[config.mk]
export PLATFORM = sky130hd
export DESIGN_NAME = pulse_channel_sweep_envelope_top
export DESIGN_NICKNAME = d
export VERILOG_FILES = /design/src/pcse_pkg.sv /design/src/pcse_front.sv /design/src/pcse_queue.sv /design/src/pcse_back.sv /design/src/pulse_channel_sweep_envelope_top.sv
export SDC_FILE = /design/constraint.sdc
export NUM_CORES = 1
export LEC_CHECK = 0
export BUFFER_PORTS_ARGS = -buffer_cell sky130_fd_sc_hd__buf_2
export CORE_MARGIN = 3
export CORE_UTILIZATION = 39
export CTS_CLUSTER_SIZE = 24
export DETAILED_ROUTE_END_ITERATION = 10
export SETUP_SLACK_MARGIN = 0.05
export SLEW_MARGIN = 10
export SYNTH_ARGS = -nofsm -noshare
export SYNTH_HDL_FRONTEND = slang
export SYNTH_SLANG_ARGS = --single-unit
[constraint.sdc]
create_clock -name clk -period 4.6 [get_ports clk]
set_input_delay 0.92 -clock clk [delete_from_list [all_inputs] [get_ports clk]]
set_output_delay 0.92 -clock clk [all_outputs]
set_load 0.01 [all_outputs]
[src/pcse_pkg.sv]
// Shared types, constants and helpers of the pulse channel.
`default_nettype none

package pcse_pkg;

  // Command codes on the input channel
  localparam logic [2:0] CMD_WRITE  = 3'd0;
  localparam logic [2:0] CMD_READ   = 3'd1;
  localparam logic [2:0] CMD_TICK   = 3'd2;
  localparam logic [2:0] CMD_LENGTH = 3'd3;
  localparam logic [2:0] CMD_ENV    = 3'd4;
  localparam logic [2:0] CMD_SWEEP  = 3'd5;

  // Register addresses
  localparam logic [15:0] NR10_ADDR = 16'hFF10;
  localparam logic [15:0] NR11_ADDR = 16'hFF11;
  localparam logic [15:0] NR12_ADDR = 16'hFF12;
  localparam logic [15:0] NR13_ADDR = 16'hFF13;
  localparam logic [15:0] NR14_ADDR = 16'hFF14;

  localparam logic [11:0] PERIOD_SPAN  = 12'd2048;
  localparam logic [6:0]  LENGTH_FULL  = 7'd64;
  localparam logic [3:0]  PACE_DEFAULT = 4'd8;
  localparam logic [3:0]  VOLUME_MAX   = 4'd15;

  localparam int QUEUE_DEPTH = 2;

  localparam int IN_DATA_W  = 24;
  localparam int IN_USER_W  = 3;
  localparam int OUT_DATA_W = 24;

  typedef enum logic [2:0] {
    OP_WRITE,
    OP_READ,
    OP_TICK,
    OP_LENGTH,
    OP_ENV,
    OP_SWEEP,
    OP_NONE
  } op_t;

  typedef enum logic [2:0] {
    REG_NR10,
    REG_NR11,
    REG_NR12,
    REG_NR13,
    REG_NR14,
    REG_NONE
  } reg_sel_t;

  typedef struct packed {
    op_t        op;
    reg_sel_t   reg_sel;
    logic [7:0] data;
  } cmd_t;

  typedef struct packed {
    logic full;
    logic not_empty;
  } q_status_t;

  // Frequency timer reload: (2048 - period) * 4
  function automatic logic [13:0] timer_reload(input logic [10:0] period);
    logic [11:0] span;
    span = PERIOD_SPAN - {1'b0, period};
    return {span, 2'b00};
  endfunction

endpackage

`default_nettype wire

[src/pcse_front.sv]
// Front end: accept input items and decode them into queue commands.
`default_nettype none

module pcse_front (
  input  wire logic                               in_tvalid,
  output logic                                    in_tready,
  input  wire logic [pcse_pkg::IN_DATA_W-1:0]     in_tdata,
  input  wire logic [pcse_pkg::IN_USER_W-1:0]     in_tuser,
  input  wire pcse_pkg::q_status_t                q_status,
  output logic                                    push,
  output pcse_pkg::cmd_t                          push_cmd
);

  logic [15:0] addr;

  assign addr      = in_tdata[15:0];
  assign in_tready = !q_status.full;
  assign push      = in_tvalid && !q_status.full;

  // Classify command and register select
  always_comb begin
    push_cmd.data = in_tdata[23:16];
    case (in_tuser)
      pcse_pkg::CMD_WRITE:  push_cmd.op = pcse_pkg::OP_WRITE;
      pcse_pkg::CMD_READ:   push_cmd.op = pcse_pkg::OP_READ;
      pcse_pkg::CMD_TICK:   push_cmd.op = pcse_pkg::OP_TICK;
      pcse_pkg::CMD_LENGTH: push_cmd.op = pcse_pkg::OP_LENGTH;
      pcse_pkg::CMD_ENV:    push_cmd.op = pcse_pkg::OP_ENV;
      pcse_pkg::CMD_SWEEP:  push_cmd.op = pcse_pkg::OP_SWEEP;
      default:              push_cmd.op = pcse_pkg::OP_NONE;
    endcase
    case (addr)
      pcse_pkg::NR10_ADDR: push_cmd.reg_sel = pcse_pkg::REG_NR10;
      pcse_pkg::NR11_ADDR: push_cmd.reg_sel = pcse_pkg::REG_NR11;
      pcse_pkg::NR12_ADDR: push_cmd.reg_sel = pcse_pkg::REG_NR12;
      pcse_pkg::NR13_ADDR: push_cmd.reg_sel = pcse_pkg::REG_NR13;
      pcse_pkg::NR14_ADDR: push_cmd.reg_sel = pcse_pkg::REG_NR14;
      default:             push_cmd.reg_sel = pcse_pkg::REG_NONE;
    endcase
  end

endmodule

`default_nettype wire

[src/pcse_queue.sv]
// Short command queue between the front end and the back end.
`default_nettype none

module pcse_queue #(
  parameter int DEPTH = pcse_pkg::QUEUE_DEPTH
) (
  input  wire logic                 clk,
  input  wire logic                 rst_n,
  input  wire logic                 push,
  input  wire pcse_pkg::cmd_t       push_cmd,
  input  wire logic                 pop,
  output pcse_pkg::cmd_t            pop_cmd,
  output pcse_pkg::q_status_t       status
);

  localparam int PTR_W = (DEPTH > 1) ? $clog2(DEPTH) : 1;
  localparam int CNT_W = $clog2(DEPTH + 1);
  localparam logic [PTR_W-1:0] LAST_PTR = PTR_W'(DEPTH - 1);
  localparam logic [CNT_W-1:0] FULL_CNT = CNT_W'(DEPTH);

  pcse_pkg::cmd_t   slot_r [DEPTH];
  logic [PTR_W-1:0] wr_ptr_r, wr_ptr_nxt;
  logic [PTR_W-1:0] rd_ptr_r, rd_ptr_nxt;
  logic [CNT_W-1:0] count_r, count_nxt;

  assign status.full      = (count_r == FULL_CNT);
  assign status.not_empty = (count_r != '0);
  assign pop_cmd          = slot_r[rd_ptr_r];

  // Advance pointers and occupancy
  always_comb begin
    wr_ptr_nxt = wr_ptr_r;
    rd_ptr_nxt = rd_ptr_r;
    count_nxt  = count_r;
    if (push) begin
      wr_ptr_nxt = (wr_ptr_r == LAST_PTR) ? '0 : wr_ptr_r + 1'b1;
    end
    if (pop) begin
      rd_ptr_nxt = (rd_ptr_r == LAST_PTR) ? '0 : rd_ptr_r + 1'b1;
    end
    if (push && !pop) begin
      count_nxt = count_r + 1'b1;
    end else if (pop && !push) begin
      count_nxt = count_r - 1'b1;
    end
  end

  always_ff @(posedge clk) begin
    if (!rst_n) begin
      wr_ptr_r <= '0;
      rd_ptr_r <= '0;
      count_r  <= '0;
    end else begin
      wr_ptr_r <= wr_ptr_nxt;
      rd_ptr_r <= rd_ptr_nxt;
      count_r  <= count_nxt;
    end
  end

  // Hold command payloads
  always_ff @(posedge clk) begin
    if (push) begin
      slot_r[wr_ptr_r] <= push_cmd;
    end
  end

endmodule

`default_nettype wire

[src/pcse_back.sv]
// Back end: channel state, command execution and the result register.
`default_nettype none

module pcse_back (
  input  wire logic                                clk,
  input  wire logic                                rst_n,
  input  wire pcse_pkg::q_status_t                 q_status,
  input  wire pcse_pkg::cmd_t                      cmd,
  output logic                                     pop,
  output logic                                     out_tvalid,
  input  wire logic                                out_tready,
  output logic [pcse_pkg::OUT_DATA_W-1:0]          out_tdata
);

  // Channel registers
  logic [3:0]  sweep_pace_r,    sweep_pace_nxt;
  logic        sweep_negate_r,  sweep_negate_nxt;
  logic [2:0]  sweep_shift_r,   sweep_shift_nxt;
  logic [1:0]  duty_select_r,   duty_select_nxt;
  logic [6:0]  length_left_r,   length_left_nxt;
  logic [3:0]  start_volume_r,  start_volume_nxt;
  logic        env_increase_r,  env_increase_nxt;
  logic [2:0]  env_pace_r,      env_pace_nxt;
  logic [10:0] period_r,        period_nxt;
  logic        length_enable_r, length_enable_nxt;
  logic        chan_enabled_r,  chan_enabled_nxt;
  logic [3:0]  cur_volume_r,    cur_volume_nxt;
  logic        env_running_r,   env_running_nxt;
  logic [3:0]  env_counter_r,   env_counter_nxt;
  logic [3:0]  sweep_counter_r, sweep_counter_nxt;
  logic [10:0] shadow_r,        shadow_nxt;
  logic        sweep_active_r,  sweep_active_nxt;
  logic [13:0] freq_timer_r,    freq_timer_nxt;
  logic [2:0]  seq_pos_r,       seq_pos_nxt;
  logic [3:0]  level_r,         level_nxt;

  // Result register
  logic                              out_valid_r, out_valid_nxt;
  logic [pcse_pkg::OUT_DATA_W-1:0]   out_data_r,  out_data_nxt;

  logic        advance;
  logic [7:0]  rd_byte;
  logic [10:0] wr_period;
  logic [11:0] sweep_delta;
  logic [11:0] sweep_next;
  logic [3:0]  vol_env;
  logic [3:0]  level_shown;

  assign advance    = q_status.not_empty && (!out_valid_r || out_tready);
  assign pop        = advance;
  assign out_tvalid = out_valid_r;
  assign out_tdata  = out_data_r;

  // Sweep step and period with the NR14 high bits applied
  assign sweep_delta = {1'b0, shadow_r} >> sweep_shift_r;
  assign sweep_next  = sweep_negate_r ? ({1'b0, shadow_r} - sweep_delta)
                                      : ({1'b0, shadow_r} + sweep_delta);
  assign wr_period   = {cmd.data[2:0], period_r[7:0]};

  // Execute one command
  always_comb begin
    sweep_pace_nxt    = sweep_pace_r;
    sweep_negate_nxt  = sweep_negate_r;
    sweep_shift_nxt   = sweep_shift_r;
    duty_select_nxt   = duty_select_r;
    length_left_nxt   = length_left_r;
    start_volume_nxt  = start_volume_r;
    env_increase_nxt  = env_increase_r;
    env_pace_nxt      = env_pace_r;
    period_nxt        = period_r;
    length_enable_nxt = length_enable_r;
    chan_enabled_nxt  = chan_enabled_r;
    cur_volume_nxt    = cur_volume_r;
    env_running_nxt   = env_running_r;
    env_counter_nxt   = env_counter_r;
    sweep_counter_nxt = sweep_counter_r;
    shadow_nxt        = shadow_r;
    sweep_active_nxt  = sweep_active_r;
    freq_timer_nxt    = freq_timer_r;
    seq_pos_nxt       = seq_pos_r;
    level_nxt         = level_r;
    rd_byte           = 8'd0;
    vol_env           = cur_volume_r;

    case (cmd.op)
      pcse_pkg::OP_WRITE: begin
        case (cmd.reg_sel)
          pcse_pkg::REG_NR10: begin
            sweep_pace_nxt   = cmd.data[7:4];
            sweep_negate_nxt = cmd.data[3];
            sweep_shift_nxt  = cmd.data[2:0];
          end
          pcse_pkg::REG_NR11: begin
            duty_select_nxt = cmd.data[7:6];
            length_left_nxt = pcse_pkg::LENGTH_FULL - {1'b0, cmd.data[5:0]};
          end
          pcse_pkg::REG_NR12: begin
            start_volume_nxt = cmd.data[7:4];
            env_increase_nxt = cmd.data[3];
            env_pace_nxt     = cmd.data[2:0];
          end
          pcse_pkg::REG_NR13: begin
            period_nxt = {period_r[10:8], cmd.data};
          end
          pcse_pkg::REG_NR14: begin
            period_nxt        = wr_period;
            length_enable_nxt = cmd.data[6];
            // Trigger: restart the channel from the new period
            if (cmd.data[7]) begin
              chan_enabled_nxt = 1'b1;
              if (length_left_r == '0) begin
                length_left_nxt = pcse_pkg::LENGTH_FULL;
              end
              freq_timer_nxt    = pcse_pkg::timer_reload(wr_period);
              env_running_nxt   = 1'b1;
              env_counter_nxt   = {1'b0, env_pace_r};
              cur_volume_nxt    = start_volume_r;
              shadow_nxt        = wr_period;
              sweep_counter_nxt = (sweep_pace_r != '0) ? sweep_pace_r
                                                       : pcse_pkg::PACE_DEFAULT;
              sweep_active_nxt  = (sweep_pace_r != '0) || (sweep_shift_r != '0);
            end
          end
          default: begin
          end
        endcase
      end

      pcse_pkg::OP_READ: begin
        case (cmd.reg_sel)
          pcse_pkg::REG_NR10: rd_byte = {sweep_pace_r, sweep_negate_r, sweep_shift_r};
          pcse_pkg::REG_NR11: rd_byte = {duty_select_r, 6'd0};
          pcse_pkg::REG_NR12: rd_byte = {start_volume_r, env_increase_r, env_pace_r};
          pcse_pkg::REG_NR14: rd_byte = {1'b0, length_enable_r, 6'd0};
          default:            rd_byte = 8'd0;
        endcase
      end

      pcse_pkg::OP_TICK: begin
        if (freq_timer_r <= 14'd1) begin
          freq_timer_nxt = pcse_pkg::timer_reload(period_r);
          seq_pos_nxt    = seq_pos_r + 1'b1;
        end else begin
          freq_timer_nxt = freq_timer_r - 1'b1;
        end
        level_nxt = chan_enabled_r ? cur_volume_r : 4'd0;
      end

      pcse_pkg::OP_LENGTH: begin
        if ((length_left_r != '0) && length_enable_r) begin
          length_left_nxt = length_left_r - 1'b1;
          if (length_left_r == 7'd1) begin
            chan_enabled_nxt = 1'b0;
          end
        end
      end

      pcse_pkg::OP_ENV: begin
        if (env_counter_r > 4'd1) begin
          env_counter_nxt = env_counter_r - 1'b1;
        end else begin
          env_counter_nxt = (env_pace_r != '0) ? {1'b0, env_pace_r}
                                               : pcse_pkg::PACE_DEFAULT;
          if (env_running_r && (env_pace_r != '0)) begin
            if (env_increase_r && (cur_volume_r != pcse_pkg::VOLUME_MAX)) begin
              vol_env = cur_volume_r + 1'b1;
            end else if (!env_increase_r && (cur_volume_r != '0)) begin
              vol_env = cur_volume_r - 1'b1;
            end
          end
          cur_volume_nxt = vol_env;
          if ((vol_env == '0) || (vol_env == pcse_pkg::VOLUME_MAX)) begin
            env_running_nxt = 1'b0;
          end
        end
      end

      pcse_pkg::OP_SWEEP: begin
        if (sweep_counter_r > 4'd1) begin
          sweep_counter_nxt = sweep_counter_r - 1'b1;
        end else begin
          sweep_counter_nxt = (sweep_pace_r != '0) ? sweep_pace_r
                                                   : pcse_pkg::PACE_DEFAULT;
          // Apply the new period unless it overflows or the shift is zero
          if (sweep_active_r && (sweep_pace_r != '0) && !sweep_next[11] &&
              (sweep_shift_r != '0)) begin
            shadow_nxt = sweep_next[10:0];
            period_nxt = sweep_next[10:0];
          end
        end
      end

      default: begin
      end
    endcase
  end

  // Pack the result: read_data, output_level, length_running, channel_on, duty_step
  assign level_shown = chan_enabled_nxt ? level_nxt : 4'd0;

  always_comb begin
    out_valid_nxt = out_valid_r;
    out_data_nxt  = out_data_r;
    if (advance) begin
      out_valid_nxt = 1'b1;
      out_data_nxt  = {7'd0, seq_pos_nxt, chan_enabled_nxt, (length_left_nxt != '0),
                       level_shown, rd_byte};
    end else if (out_tready) begin
      out_valid_nxt = 1'b0;
    end
  end

  always_ff @(posedge clk) begin
    if (!rst_n) begin
      sweep_pace_r    <= '0;
      sweep_negate_r  <= 1'b0;
      sweep_shift_r   <= '0;
      duty_select_r   <= '0;
      length_left_r   <= '0;
      start_volume_r  <= '0;
      env_increase_r  <= 1'b0;
      env_pace_r      <= '0;
      period_r        <= '0;
      length_enable_r <= 1'b0;
      chan_enabled_r  <= 1'b0;
      cur_volume_r    <= '0;
      env_running_r   <= 1'b1;
      env_counter_r   <= '0;
      sweep_counter_r <= '0;
      shadow_r        <= '0;
      sweep_active_r  <= 1'b0;
      freq_timer_r    <= '0;
      seq_pos_r       <= '0;
      level_r         <= '0;
      out_valid_r     <= 1'b0;
    end else begin
      out_valid_r <= out_valid_nxt;
      if (advance) begin
        sweep_pace_r    <= sweep_pace_nxt;
        sweep_negate_r  <= sweep_negate_nxt;
        sweep_shift_r   <= sweep_shift_nxt;
        duty_select_r   <= duty_select_nxt;
        length_left_r   <= length_left_nxt;
        start_volume_r  <= start_volume_nxt;
        env_increase_r  <= env_increase_nxt;
        env_pace_r      <= env_pace_nxt;
        period_r        <= period_nxt;
        length_enable_r <= length_enable_nxt;
        chan_enabled_r  <= chan_enabled_nxt;
        cur_volume_r    <= cur_volume_nxt;
        env_running_r   <= env_running_nxt;
        env_counter_r   <= env_counter_nxt;
        sweep_counter_r <= sweep_counter_nxt;
        shadow_r        <= shadow_nxt;
        sweep_active_r  <= sweep_active_nxt;
        freq_timer_r    <= freq_timer_nxt;
        seq_pos_r       <= seq_pos_nxt;
        level_r         <= level_nxt;
      end
    end
  end

  // Hold the result payload
  always_ff @(posedge clk) begin
    out_data_r <= out_data_nxt;
  end

endmodule

`default_nettype wire

[src/pulse_channel_sweep_envelope_top.sv]
// Top level of the pulse channel with sweep, envelope and length counter.
// Path: an item passes the queue, then the back-end result register, before out_tvalid shows it.
// Throughput: one item per cycle while out_tready stays high; each pop executes one command.
// Stalls: with out_tready low the queue (QUEUE_DEPTH entries) and the result register
// take QUEUE_DEPTH + 1 items, then in_tready drops.
// Reset (rst_n low, synchronous) clears the channel state, empties the queue and the result.
`default_nettype none

module pulse_channel_sweep_envelope_top #(
  parameter int QUEUE_DEPTH = pcse_pkg::QUEUE_DEPTH
) (
  input  wire logic                               clk,
  input  wire logic                               rst_n,
  input  wire logic                               in_tvalid,
  output logic                                    in_tready,
  // reg_address [15:0], write_data [23:16]
  input  wire logic [pcse_pkg::IN_DATA_W-1:0]     in_tdata,
  // cmd [2:0]
  input  wire logic [pcse_pkg::IN_USER_W-1:0]     in_tuser,
  output logic                                    out_tvalid,
  input  wire logic                               out_tready,
  // read_data [7:0], output_level [11:8], length_running [12], channel_on [13],
  // duty_step [16:14], zero [23:17]
  output logic [pcse_pkg::OUT_DATA_W-1:0]         out_tdata
);

  pcse_pkg::q_status_t q_status;
  pcse_pkg::cmd_t      push_cmd;
  pcse_pkg::cmd_t      pop_cmd;
  logic                push;
  logic                pop;

  pcse_front u_front (
    .in_tvalid (in_tvalid),
    .in_tready (in_tready),
    .in_tdata  (in_tdata),
    .in_tuser  (in_tuser),
    .q_status  (q_status),
    .push      (push),
    .push_cmd  (push_cmd)
  );

  pcse_queue #(
    .DEPTH (QUEUE_DEPTH)
  ) u_queue (
    .clk      (clk),
    .rst_n    (rst_n),
    .push     (push),
    .push_cmd (push_cmd),
    .pop      (pop),
    .pop_cmd  (pop_cmd),
    .status   (q_status)
  );

  pcse_back u_back (
    .clk        (clk),
    .rst_n      (rst_n),
    .q_status   (q_status),
    .cmd        (pop_cmd),
    .pop        (pop),
    .out_tvalid (out_tvalid),
    .out_tready (out_tready),
    .out_tdata  (out_tdata)
  );

endmodule

`default_nettype wire

==> run metrics <==
status completed; GPL Wtd Cong 0.8647; PD cells 554.0 nW/µm²; Syn Std Cell Area 8300 µm²; Synth area leader dfxtp_1; Min-Delay Path Class flip-flop to flip-flop; Setup TNS Final 0 ns; Remaining DRCs 0; crit end category flip-flop; Worst-Margin Slew 1.137 ns; P_leak 0.003318 µW; n_diodes 0; CTS tree built; Initial Util 40.37%; Ys Warns 0; initial antenna violation count 0; Clock Path Buffers 2; minimum clock period 4.201 ns; # placed instances 1255; distinct cell type count after synthesis 78; relative slew slack 23.92%; area grow syn2layout 12.71%; clk sinks 135; num ports 57; Core Area 20560 µm²; Antenna Nets Post-Route 0; via count 7162; top cells by instance count after synthesis nor2_1 (122), dfxtp_1 (90), nand2_1 (90), a21oi_1 (84), o21ai_0 (57); Max rail drop VDD 0.2797 mV; largest cells by area after synthesis dfxtp_1 (22%), edfxtp_1 (16%), nor2_1 (5.5%); cts bufs inserted 17; Die H 151.9 µm; wire per inst 15.85 µm; fmax 238.0 MHz; Root Driver clkbuf_16; R2R cell count 14; Routed WL 20400 µm; Final Hold Fails 0; CP Launch Type flip-flop; final cell count without fillers 1287; number of flops mapped to enable cells by yosys 45; first-pass GRT wire length 33440 µm; # rows 52; largest fanout on the critical path 29; Nets 1062; Post-synth top flop dfxtp_1; unrepaired setup endpoints after global routing no; Synth top area share 21.71%; Seq cells post-synth 135; Mapped Cells 975; Clock Latency Late Sink 0.43 ns; FFs w/ async S/R, synth 0%; clock skew 0.009304 ns; share of layout cells above drive strength 1 12.98%; Iter 0 DRT Violations 596; count leader, synth nor2_1; Crit Path Category flip-flop to flip-flop; Initial DRT Pass Iterations 5; sequential fraction of the synthesis area 37.99%; GRT overflow 0; final setup vio count 0; Final Cycle Share 91.33%; WP data required 4.90 ns; syn_area_per_cell 8.513 µm²; H-tree depth 4; Clock Pin Slew Worst Setup and Hold Paths 0.06 ns; hold path cells 2; Port Buffers 49; largest net degree at the start of global routing 50; die area 23070 µm²; Final HPWL DP 14540 µm; postcts setup bufs 0; final max-slew violation count 0; Total GRT Usage 17.36%; Worst Path Arrival 4.50 ns; maxcap violations 0; register-to-register setup slack 0.40 ns; Final WS setup 0.3989 ns; Vias/cell 5.565; die width 151.9 µm; worst slack, placed 0.1427 ns; vias in the first global route 6499; total power 5183 µW
-- area by class of cell --
cell class	count	area (µm²)
fill	2077	11200
multi-input combinational	747	4716
sequential	135	3158
clock buffer	20	446.7
timing repair buffer	71	422.9
tap	270	337.8
clock inverter	12	153.9
inverter	32	120.1
-- path summary, 6_finish.rpt --
path,startpoint,end
hold / removal,u_back.level_r[1],u_back.level_r[1]
setup reg to reg,u_back.sweep_shift_r[0],u_back.period_r[3]
hold reg to reg,u_back.level_r[1],u_back.level_r[1]
setup / recovery,u_back.sweep_shift_r[0],u_back.period_r[3]
-- power breakdown --
part	internal, µW	switching, µW
combinational	889	1300
clock	864	528
sequential	1450	153
total	3210	1980
-- metal layers --
layer	up-vias	track usage, %	part of all wire (%)
met5	-	0	0
met4	0	3.981	0.97
met3	15	3.015	4.5
met2	179	27.52	45
met1	3364	24.87	50
li1	3604	-	-
-- registers in the layout, summed over array words and instances, names as in the netlist, 2 cells and up, named ones only --
| signal | flops |
|---|---|
| u_back.cur_volume_r | 4 |
| u_back.duty_select_r | 2 |
| u_back.env_counter_r | 4 |
| u_back.env_pace_r | 3 |
| u_back.freq_timer_r | 14 |
| u_back.length_left_r | 7 |
| u_back.level_r | 4 |
| u_back.out_tdata | 17 |
| u_back.period_r | 11 |
| u_back.seq_pos_r | 3 |
| u_back.shadow_r | 11 |
| u_back.start_volume_r | 4 |
| u_back.sweep_counter_r | 4 |
| u_back.sweep_pace_r | 4 |
| u_back.sweep_shift_r | 3 |
| u_queue.count_r | 2 |
| u_queue.slot_r | 28 |
-- cell families (layout without fill, tap and decap cells) --
group                      count (synthesis)  after routing  share of synthesized area [%]
adders and majority gates                 28             28                          4.281
buffers and inverters                     99            135                          5.517
other                                      1              7                        0.04518
AOI/OAI and AO/OA                        262            262                          20.36
muxes                                     40             40                          6.090
xor gates and xnor gates                  45             45                          4.748
DFF                                      135            135                          37.99
and+or+nand+nor                          365            365                          20.97
-- critical path: stages, from the launching register on --
cell	delay [ns]
dfxtp_4	0.43
mux4_2	0.53
mux2i_1	0.24
ha_1	0.27
o21ai_0	0.31
ha_1	0.30
nor2b_1	0.14
o31a_1	0.26
o41a_1	0.36
a311o_1	0.34
xnor2_1	0.14
o21ai_2	0.17
buf_12	0.21
nand2_1	0.18
mux2i_1	0.18
-- layout by cell type, fill, tap and decap left out, types with 21 or more instances in the layout --
| cell | Yosys | routed |
|---|---|---|
| nor3_1 | 38 | 38 |
| buf_4 | 8 | 21 |
| ha_1 | 26 | 26 |
| nand3_1 | 26 | 26 |
| dfxtp_1 | 90 | 88 |
| a211oi_1 | 29 | 29 |
| nand2_1 | 90 | 90 |
| mux2i_1 | 28 | 28 |
| o21ai_0 | 57 | 56 |
| nor2_1 | 122 | 122 |
| buf_2 | 9 | 49 |
| edfxtp_1 | 45 | 45 |
| a21oi_1 | 84 | 84 |
| inv_1 | 30 | 30 |
| xor2_1 | 26 | 26 |
-- metrics by stage --
stage	hold WS (ns)	utilization [%]	area [µm²]
2_1_floorplan	0.4366	-	8323
3_3_place_gp	0.4472	42.56	8750
3_5_place_dp	0.4567	42.56	8750
4_1_cts	0.4646	45.48	9350
5_1_grt	0.4787	45.50	9355
6_report	0.4627	45.50	9355
-- timing repair --
action                                  CTS  global route
hold buffers                              0             0
endpoints found under the setup margin    0            22
gates resized for setup                   0             4
Power figures use the tool's default switching activity.
